==> src/hdl/lppd_pkg.sv <==
// shared types and constants for the length-prefixed packet deframer
// no dependencies; imported by every module of the block
package lppd_pkg;

  // header layout: type, version, 4 id bytes, 4 length bytes
  localparam int unsigned HDR_BYTES = 10;
  localparam int unsigned POS_W     = 4;
  localparam int unsigned MAX_LEN_W = 17;

  localparam logic [POS_W-1:0] POS_TYPE    = POS_W'(0);
  localparam logic [POS_W-1:0] POS_VERSION = POS_W'(1);
  localparam logic [POS_W-1:0] POS_ID0     = POS_W'(2);
  localparam logic [POS_W-1:0] POS_ID3     = POS_W'(5);
  localparam logic [POS_W-1:0] POS_PAYLOAD = POS_W'(HDR_BYTES);

  // 64*1024 minus header bytes
  localparam logic [MAX_LEN_W-1:0] MAX_LEN_RESET = MAX_LEN_W'(64 * 1024 - HDR_BYTES);

  // tdata width of the result beat: type, version, id, length, data byte
  localparam int unsigned RES_DATA_W = 8 + 8 + 32 + 32 + 8;

  typedef enum logic [1:0] {
    KIND_HEADER  = 2'd0,
    KIND_PAYLOAD = 2'd1,
    KIND_ERROR   = 2'd2
  } kind_t;

  typedef struct packed {
    kind_t       kind;
    logic [7:0]  msg_type;
    logic [7:0]  msg_version;
    logic [31:0] msg_id;
    logic [31:0] payload_length;
    logic [7:0]  data_byte;
    logic        last;
  } result_t;

endpackage

==> src/hdl/length_prefixed_packet_deframer_core.sv <==
// a result beat is registered and appears in the cycle after the byte that causes it is accepted
// throughput: one byte per cycle; the single result register stalls input only
//   while it is full and the downstream side is not ready
// reset: synchronous rst clears the header position, counters and output valid,
//   and sets the max payload length to 65526
module length_prefixed_packet_deframer_core
  import lppd_pkg::*;
(
  input  logic                  clk,
  input  logic                  rst,
  input  logic                  cfg_we,
  input  logic [MAX_LEN_W-1:0]  cfg_wdata,     // max_payload_len
  input  logic                  s_tvalid,
  output logic                  s_tready,
  input  logic [7:0]            s_tdata,       // rx_byte
  output logic                  m_tvalid,
  input  logic                  m_tready,
  // msg_type, msg_version, msg_id, payload_length, data_byte
  output logic [RES_DATA_W-1:0] m_tdata,
  output logic [1:0]            m_tuser,       // result_kind
  output logic                  m_tlast        // last
);

  logic    in_fire;
  logic    res_valid;
  result_t res;
  result_t out_res;
  logic    out_full;

  // accept while the result register is empty or draining
  assign s_tready = !out_full || m_tready;
  assign in_fire  = s_tvalid && s_tready;

  lppd_parser u_parser (
    .clk       (clk),
    .rst       (rst),
    .cfg_we    (cfg_we),
    .cfg_wdata (cfg_wdata),
    .in_fire   (in_fire),
    .rx_byte   (s_tdata),
    .res_valid (res_valid),
    .res       (res)
  );

  lppd_out_reg u_out_reg (
    .clk      (clk),
    .rst      (rst),
    .load     (in_fire && res_valid),
    .load_res (res),
    .take     (m_tready),
    .full     (out_full),
    .held_res (out_res)
  );

  // output beat packing
  assign m_tvalid = out_full;
  assign m_tuser  = out_res.kind;
  assign m_tlast  = out_res.last;
  assign m_tdata  = {out_res.data_byte, out_res.payload_length, out_res.msg_id,
                     out_res.msg_version, out_res.msg_type};

endmodule

==> src/hdl/lppd_parser.sv <==
// header parser and payload counter: one received byte per beat
// depends on lppd_pkg
module lppd_parser
  import lppd_pkg::*;
(
  input  logic                 clk,
  input  logic                 rst,
  input  logic                 cfg_we,
  input  logic [MAX_LEN_W-1:0] cfg_wdata,
  input  logic                 in_fire,
  input  logic [7:0]           rx_byte,
  output logic                 res_valid,
  output result_t              res
);

  logic [MAX_LEN_W-1:0] max_len;
  logic [POS_W-1:0]     header_position, header_position_next;
  logic [7:0]           held_type, held_type_next;
  logic [7:0]           held_version, held_version_next;
  logic [31:0]          held_id, held_id_next;
  logic [31:0]          held_length, held_length_next;
  logic [31:0]          bytes_remaining, bytes_remaining_next;
  logic                 discarding, discarding_next;

  logic [POS_W-1:0]     pos_eff;
  logic                 disc_eff;
  logic                 pay_last;
  logic                 oversize;

  // max length register
  always_ff @(posedge clk) begin
    if (rst) begin
      max_len <= MAX_LEN_RESET;
    end else if (cfg_we) begin
      max_len <= cfg_wdata;
    end
  end

  // next state and result for the byte on the input
  always_comb begin
    pos_eff  = header_position;
    disc_eff = discarding;
    if (header_position >= POS_PAYLOAD && bytes_remaining == 32'd0) begin
      pos_eff  = POS_TYPE;
      disc_eff = 1'b0;
    end

    header_position_next = pos_eff;
    held_type_next       = held_type;
    held_version_next    = held_version;
    held_id_next         = held_id;
    held_length_next     = held_length;
    bytes_remaining_next = bytes_remaining;
    discarding_next      = disc_eff;
    pay_last             = (bytes_remaining == 32'd1);
    oversize             = 1'b0;
    res_valid            = 1'b0;
    res.kind             = KIND_HEADER;
    res.data_byte        = 8'd0;
    res.last             = 1'b0;

    if (pos_eff >= POS_PAYLOAD) begin
      // payload byte: count down, pass through unless dropping
      bytes_remaining_next = bytes_remaining - 32'd1;
      if (pay_last) begin
        header_position_next = POS_TYPE;
        discarding_next      = 1'b0;
      end
      if (!disc_eff) begin
        res_valid     = 1'b1;
        res.kind      = KIND_PAYLOAD;
        res.data_byte = rx_byte;
        res.last      = pay_last;
      end
    end else begin
      // header byte: collect field
      unique case (pos_eff)
        POS_TYPE: begin
          held_type_next    = rx_byte;
          held_version_next = 8'd0;
          held_id_next      = 32'd0;
          held_length_next  = 32'd0;
        end
        POS_VERSION: begin
          held_version_next = rx_byte;
        end
        default: begin
          if (pos_eff >= POS_ID0 && pos_eff <= POS_ID3) begin
            held_id_next = {held_id[23:0], rx_byte};
          end else begin
            held_length_next = {held_length[23:0], rx_byte};
          end
        end
      endcase
      header_position_next = pos_eff + POS_W'(1);

      // header complete: check length
      if (header_position_next == POS_PAYLOAD) begin
        bytes_remaining_next = held_length_next;
        oversize             = held_length_next > {{(32-MAX_LEN_W){1'b0}}, max_len};
        res_valid            = 1'b1;
        if (oversize) begin
          discarding_next = 1'b1;
          res.kind        = KIND_ERROR;
          res.last        = 1'b1;
        end else begin
          discarding_next = 1'b0;
          res.kind        = KIND_HEADER;
          if (held_length_next == 32'd0) begin
            header_position_next = POS_TYPE;
            res.last             = 1'b1;
          end
        end
      end
    end

    res.msg_type       = held_type_next;
    res.msg_version    = held_version_next;
    res.msg_id         = held_id_next;
    res.payload_length = held_length_next;
  end

  // control state
  always_ff @(posedge clk) begin
    if (rst) begin
      header_position <= POS_TYPE;
      bytes_remaining <= 32'd0;
      discarding      <= 1'b0;
    end else if (in_fire) begin
      header_position <= header_position_next;
      bytes_remaining <= bytes_remaining_next;
      discarding      <= discarding_next;
    end
  end

  // collected header fields
  always_ff @(posedge clk) begin
    if (rst) begin
      held_type    <= 8'd0;
      held_version <= 8'd0;
      held_id      <= 32'd0;
      held_length  <= 32'd0;
    end else if (in_fire) begin
      held_type    <= held_type_next;
      held_version <= held_version_next;
      held_id      <= held_id_next;
      held_length  <= held_length_next;
    end
  end

  // position never runs past the payload phase
  a_pos_range: assert property (@(posedge clk) disable iff (rst)
    header_position <= POS_PAYLOAD)
    else $error("header position out of range");

  // payload phase always has bytes left to count
  a_payload_nonzero: assert property (@(posedge clk) disable iff (rst)
    header_position == POS_PAYLOAD |-> bytes_remaining != 32'd0)
    else $error("payload phase with nothing remaining");

  // dropping only happens in the payload phase
  a_disc_phase: assert property (@(posedge clk) disable iff (rst)
    discarding |-> header_position == POS_PAYLOAD)
    else $error("discarding outside payload phase");

endmodule

==> src/hdl/lppd_out_reg.sv <==
// result register between parser and output stream
// depends on lppd_pkg
module lppd_out_reg
  import lppd_pkg::*;
(
  input  logic    clk,
  input  logic    rst,
  input  logic    load,
  input  result_t load_res,
  input  logic    take,
  output logic    full,
  output result_t held_res
);

  logic full_next;

  // occupancy: a new load wins over a take of the old beat
  always_comb begin
    full_next = full;
    if (load) begin
      full_next = 1'b1;
    end else if (take) begin
      full_next = 1'b0;
    end
  end

  always_ff @(posedge clk) begin
    if (rst) begin
      full <= 1'b0;
    end else begin
      full <= full_next;
    end
  end

  // payload register
  always_ff @(posedge clk) begin
    if (load) begin
      held_res <= load_res;
    end
  end

endmodule

==> config.mk <==
export PLATFORM = sky130hd
export DESIGN_NAME = length_prefixed_packet_deframer_core
export DESIGN_NICKNAME = d
export VERILOG_FILES = /design/src/hdl/lppd_pkg.sv /design/src/hdl/length_prefixed_packet_deframer_core.sv /design/src/hdl/lppd_parser.sv /design/src/hdl/lppd_out_reg.sv
export SDC_FILE = /design/constraint.sdc
export NUM_CORES = 1
export LEC_CHECK = 0
export ABC_AREA = 1
export BUFFER_PORTS_ARGS = -buffer_cell sky130_fd_sc_hd__buf_2
export CAP_MARGIN = 20
export CORE_UTILIZATION = 55
export CTS_CLUSTER_SIZE = 24
export DETAILED_ROUTE_END_ITERATION = 8
export PLACE_DENSITY_LB_ADDON = 0.25
export SLEW_MARGIN = 20
export SYNTH_ARGS = -nofsm -noshare
export SYNTH_HDL_FRONTEND = slang
export SYNTH_SLANG_ARGS = --single-unit
export TNS_END_PERCENT = 5
==> constraint.sdc <==
create_clock -name clk -period 9.1 [get_ports clk]
set_input_delay 1.82 -clock clk [delete_from_list [all_inputs] [get_ports clk]]
set_output_delay 1.82 -clock clk [all_outputs]
set_load 0.005 [all_outputs]
==> results of run 1 <==
-- registers in the layout (all words and copies together) (netlist names) --
signal and flops:
u_parser.held_version 8, u_parser.bytes_remaining 32, u_parser.held_type 8, u_parser.max_len 17
u_parser.discarding 1, u_parser.held_length 32, u_out_reg.full 1, u_out_reg.held_res 91
u_parser.held_id 32, u_parser.header_position 4
-- layer usage --
metal,track usage,up-vias,share of wire,wire length (um)
met1,0.362,4490,0.43,12300
met5,0,-,0,0
met3,0.0425,59,0.065,1880
li1,-,4771,-,-
met2,0.439,324,0.48,13700
met4,0.0942,0,0.031,893
-- power groups by stage --
stage | combinational [uW] | clock, uW | sequential [uW]
finish | 584 | 1080 | 1160
global route | 653 | 1130 | 1160
CTS | 573 | 1090 | 1160
detailed placement | 569 | 0 | 1180
global placement | 562 | 0 | 1180
floorplan | 431 | 0 | 1180
-- cell type report --
cell class | count | area, um^2
Tap cell | 270 | 338
Multi-Input combinational cell | 866 | 4670
Clock inverter | 14 | 236
Clock buffer | 28 | 636
Fill cell | 1735 | 7290
Inverter | 229 | 862
Sequential cell | 226 | 5440
Timing Repair Buffer | 130 | 701
-- critical path, delay by kind of cell (launching register included) --
family	cells	cell delay, ps
and+or+nand+nor	18	2540
AOI/OAI and AO/OA	3	390
buffers and inverters	4	980
DFF	1	410
adders and majority gates	3	830
-- cell families (layout without fill, tap and decap cells) --
group           after synthesis  count (layout)  share of synthesized area
compound gates              419             419                      0.225
simple gates                402             402                      0.142
buf+inv                     304             401                      0.108
flops                       226             226                      0.481
fa+ha+maj                    26              26                     0.0288
xor+xnor                     19              19                     0.0147
-- metrics by stage --
step | total power, uW | std cells
3_5_place_dp | 1750 | 1719
4_1_cts | 2820 | 1761
5_1_grt | 2950 | 1763
3_3_place_gp | 1740 | 1719
6_report | 2820 | 1763
2_1_floorplan | 1610 | 1396
-- final timing paths --
kind	start	endpoint	slack [ps]	cells after the start
min reg2reg	u_parser.max_len[15]$_SDFFE_PP1P_	u_parser.max_len[15]$_SDFFE_PP1P_	470	2
max	u_parser.bytes_remaining[0]$_SDFFE_PP0P_	u_out_reg.held_res[0]$_DFFE_PP_	3640	28
max reg2reg	u_parser.bytes_remaining[0]$_SDFFE_PP0P_	u_out_reg.held_res[0]$_DFFE_PP_	3640	28
min	u_parser.max_len[15]$_SDFFE_PP1P_	u_parser.max_len[15]$_SDFFE_PP1P_	470	2
-- synth_stat cells, types with 2 or more instances --
cell      number
nand2_1      241
inv_1        223
o21ai_0      188
dfxtp_1      135
a21oi_1      128
nor2_1       117
edfxtp_1      91
clkbuf_1      49
o21ai_1       32
o32ai_2       30
ha_1          26
a31oi_1       18
buf_2         16
nand3_1       16
xor2_1        10
xnor2_1        9
o22ai_1        8
nor3_1         7
buf_6          6
nand4_1        6
inv_2          5
nand2_2        5
o21bai_1       3
a211oi_1       2
buf_1          2
buf_4          2
nor4_1         2
o211ai_1       2
o21a_1         2
o32ai_1        2
or2_2          2
==> reports/qor.csv, run 1 <==
stage,metric,value,unit
worst_hold_path,min_path_type,register to register,
logic_synthesis,yosysTopAreaCell,edfxtp_1,
logic_synthesis,synth-async-reset-ratio,0,
pwr,switching_share,0.299,
global_route,grt_pass1_wl,45400,um
pwr,p_leak,0.00591,uW
finish,area_growth,14.1,%
logic_synthesis,syn_area,0.0113,mm^2
logic_synthesis,syn_inst,1396,
finish,final_util,0.639,
routing,drc,0,
finish,final_common_cell,nand2_1,
sta,tightest_slew,1090,ps
worst_setup_path,slowest_delay,690,ps
status,status,finished clean,
sta,final-setup-viol-count,0,
clocking,htree_num_levels,1,
worst_setup_path,path_common_cell,nand2_1,
logic_synthesis,syn_area_per_cell,8.09,um^2
flow_run,cap_violations,0,
finish,nets,1533,
die,io_pins,123,
sta,maxSlewViolCount,0,
sta,finClkSkew,18.5,ps
logic_synthesis,synth_edf_count,91,
logic_synthesis,yosys_warnings,0,
routing,wl_per_cell,16.4,um
logic_synthesis,syn-num-nets,1452,
die,coreArea,0.0202,mm^2
logic_synthesis,yosysTopAreaCellShare,0.242,
die,start_util,0.560,
clocking,cts-root-buf,clkbuf_16,
die,row_count,52,
die,die_area,0.0211,mm^2
pwr,p_per_area,219,mW/mm^2
finish,drive_gt1_frac,0.147,
sta,fmax,0.183,GHz
worst_setup_path,critPathArrivalTime,5740,ps
finish,fin_area,0.0129,mm^2
pwr,power_frac_clock,0.383,
placed_design,numPortBuffers,122,
sta,setup_slack,3640,ps
finish,mostFrequentLayoutCells,"240 x nand2_1, 222 x inv_1, 188 x o21ai_0",
pwr,ir_drop,0.000176,V
sta,hold_violations,0,
placed_design,hpwl,19400,um
routing,ant_nets,0,
placed_design,dp_worst_setup_slack,3670,ps
global_route,grt_pass1_vias,8730,
routing,via_per_inst,5.47,
die,fp.dieW,145,um
logic_synthesis,ys_seq_elements,226,
sta,fin_crit_sh,0.600,
routing,drt_iter0_drc,993,
clocking,cts_buffers,24,
sta,tns,0,ps
logic_synthesis,seq_area_frac_synth,0.481,
worst_setup_path,worstSetupStartpointType,register,
logic_synthesis,synth_area_leaders,"edfxtp_1 24%, dfxtp_1 24%, o21ai_0 8.3%, nand2_1 8.0%, inv_1 7.4%",
clocking,clkSinkCount,226,
routing,dr.pass1.iters,5,
worst_setup_path,crit_path_end_kind,register,
placed_design,placed_cell_area,0.0120,mm^2
global_route,antenna_found_initial,0,
finish,antenna_cells,0,
worst_setup_path,cp.required,9380,ps
worst_setup_path,crit_type,register to register,
sta,slew_headroom,0.273,
routing,vias,9644,
pwr,p_comb_frac,0.207,
pwr,internal-power,1980,uW
worst_setup_path,cp_max_fo,63,
pwr,p_switching,845,uW
global_route,grt_start_max_net_pins,115,
placed_design,gp_congestion,0.976,
global_route,grtUsageTotal,0.269,
routing,drt-total-wl,28800,um
clocking,cts_max_path_buffers,3,
clocking,clk_pin_slew,60,ps
clocking,clock_latency,540,ps
logic_synthesis,synth_cell_types,42,
logic_synthesis,synth_flop_cell,dfxtp_1,
sta,grt_setup_unrepaired,no,
pwr,pwr-share-seq,0.410,
die,die_h,145,um
clocking,post_cts_resized,0,
sta,hold_ws,474,ps
worst_setup_path,cp_slowest_cell,buf_4,
clocking,postCtsHoldBufs,0,
sta,fin_crit,5460,ps
global_route,grt_overflow,0,
clocking,cts_tree,done,
clocking,cts_setup_buffers,0,
Note: power is estimated with default switching activity, not from simulation.
==> run 2: changes to the inputs <==
- CORE_UTILIZATION: 55 -> 53
- clock period: 9.1 -> 4.6 ns (I/O delays scaled with it)
==> reports/qor.csv, run 2 (synthesized netlist as in run 1, its figures left out) <==
stage,metric,value,unit
status,status,finished clean,
worst_setup_path,crit_path_end_kind,register,
finish,final_cell_count_no_fill,1791,
die,die_area,0.0219,mm^2
routing,via_per_inst,5.42,
global_route,grt_pass1_vias,8920,
pwr,internal-power,3640,uW
worst_hold_path,min_path_type,register to register,
sta,hold_violations,0,
pwr,p_comb_frac,0.224,
global_route,grt_overflow,0,
sta,fin_crit,4230,ps
placed_design,gp_congestion,0.919,
clocking,cts-root-buf,clkbuf_16,
routing,wl_per_cell,16.7,um
finish,regMostFlops,u_out_reg.held_res,
routing,drt_iter0_drc,870,
clocking,clk_pin_slew,70,ps
clocking,cts_max_path_buffers,3,
worst_setup_path,worstSetupStartpointType,register,
global_route,antenna_found_initial,0,
pwr,switching_share,0.315,
placed_design,numPortBuffers,122,
finish,mostFrequentLayoutCells,"235 x nand2_1, 220 x inv_1, 186 x o21ai_0",
routing,drc,0,
finish,nets,1554,
placed_design,dp_cells,1741,
finish,final_common_cell,nand2_1,
sta,fmax,0.236,GHz
pwr,p_switching,1670,uW
die,row_count,53,
worst_setup_path,critPathBufInv,5,
finish,largest_reg_flops,91,
global_route,grt_start_max_net_pins,121,
die,coreArea,0.0210,mm^2
die,die_h,148,um
sta,fin_crit_sh,0.921,
clocking,clkSinkCount,226,
worst_setup_path,reg2reg_slack,370,ps
worst_setup_path,crit_type,register to register,
worst_setup_path,path_common_cell,nand2_1,
sta,final-setup-viol-count,0,
clocking,cts_tree,done,
clocking,postCtsHoldBufs,0,
finish,antenna_cells,0,
finish,final_util,0.619,
clocking,htree_num_levels,1,
die,io_pins,123,
sta,finClkSkew,16.4,ps
sta,maxSlewViolCount,0,
sta,tns,0,ps
routing,dr.pass1.iters,5,
pwr,p_per_area,409,mW/mm^2
finish,drive_gt1_frac,0.168,
die,start_util,0.539,
sta,slew_headroom,0.175,
routing,ant_nets,0,
clocking,clock_latency,520,ps
worst_setup_path,cp_slowest_cell,or3_4,
finish,num-fill-cells,1897,
pwr,p_leak,0.00595,uW
global_route,grtUsageTotal,0.267,
routing,vias,9699,
flow_run,cap_violations,0,
routing,drt-total-wl,29900,um
worst_setup_path,critPathArrivalTime,4650,ps
worst_setup_path,cp_top_family,simple AND/OR/NAND/NOR gates,
pwr,ir_drop,0.000284,V
worst_setup_path,slowest_delay,490,ps
worst_setup_path,cp_max_fo,8,
pwr,pwr-share-seq,0.433,
finish,area_growth,15.0,%
sta,tightest_slew,1240,ps
worst_setup_path,cp.required,5010,ps
placed_design,hpwl,20100,um
die,fp.dieW,148,um
clocking,cts_buffers,24,
pwr,power_frac_clock,0.343,
global_route,grt_pass1_wl,46400,um
run 2: cell count changes in the layout (fill, tap and decap cells not counted), moves of 3 or more:
cell,previous run,this run
buf_4,7,25
bufinv_16,6,0
clkbuf_1,2,8
nand2_1,240,235
nand2_2,4,8
clkinv_1,4,1
clkinv_4,0,3
run 2: what timing repair did:
item,in CTS,in global routing
gates resized for setup,0,25
setup endpoints to repair,0,6
setup buffers,0,3
run 2: metal layers:
layer / share of wire / GRT usage / vias up
li1: - / - / 4829
met5: 0 / 0 / -
met4: 0.026 / 0.0840 / 0
met2: 0.47 / 0.448 / 331
met1: 0.42 / 0.343 / 4484
met3: 0.079 / 0.0608 / 55
run 2: power groups by stage:
| stage | logic [uW] | registers, uW | clock network (uW) |
|---|---|---|---|
| floorplan | 854 | 2320 | 0 |
| global placement | 1130 | 2330 | 0 |
| detailed placement | 1150 | 2340 | 0 |
| CTS | 1150 | 2290 | 1840 |
| global route | 1320 | 2310 | 1930 |
| finish | 1190 | 2300 | 1820 |
run 2: worst min-delay path, cell delays in order (launching register included):
cell and delay (ps):
dfxtp_1 300, inv_1 60, o21ai_0 70
run 2: worst paths after layout:
path | start | endpoint | depth (start not counted)
min reg2reg | u_parser.max_len[11]$_SDFFE_PP1P_ | u_parser.max_len[11]$_SDFFE_PP1P_ | 2
min | u_parser.max_len[11]$_SDFFE_PP1P_ | u_parser.max_len[11]$_SDFFE_PP1P_ | 2
max reg2reg | u_parser.bytes_remaining[0]$_SDFFE_PP0P_ | u_parser.header_position[3]$_SDFFE_PP0P_ | 32
max | u_parser.bytes_remaining[0]$_SDFFE_PP0P_ | u_parser.header_position[3]$_SDFFE_PP0P_ | 32
run 2: cell type report:
type	count	area, um^2	share of cell area
sequential	226	5440	0.419
multi-input combinational	868	4750	0.366
inverter	229	865	0.0666
timing repair buffer	149	843	0.0650
clock buffer	34	669	0.0516
tap	275	344	0.0265
clock inverter	10	68.8	0.00530
run 2: metrics by stage:
stage	cell area (um^2)	setup slack, ps	power (uW)	hold WS, ps
global route	13000	-11.1	5560	505
global placement	12100	231	3460	463
detailed placement	12100	111	3480	469
CTS	12900	87.2	5290	480
floorplan	11300	446	3170	440
finish	13000	365	5310	471
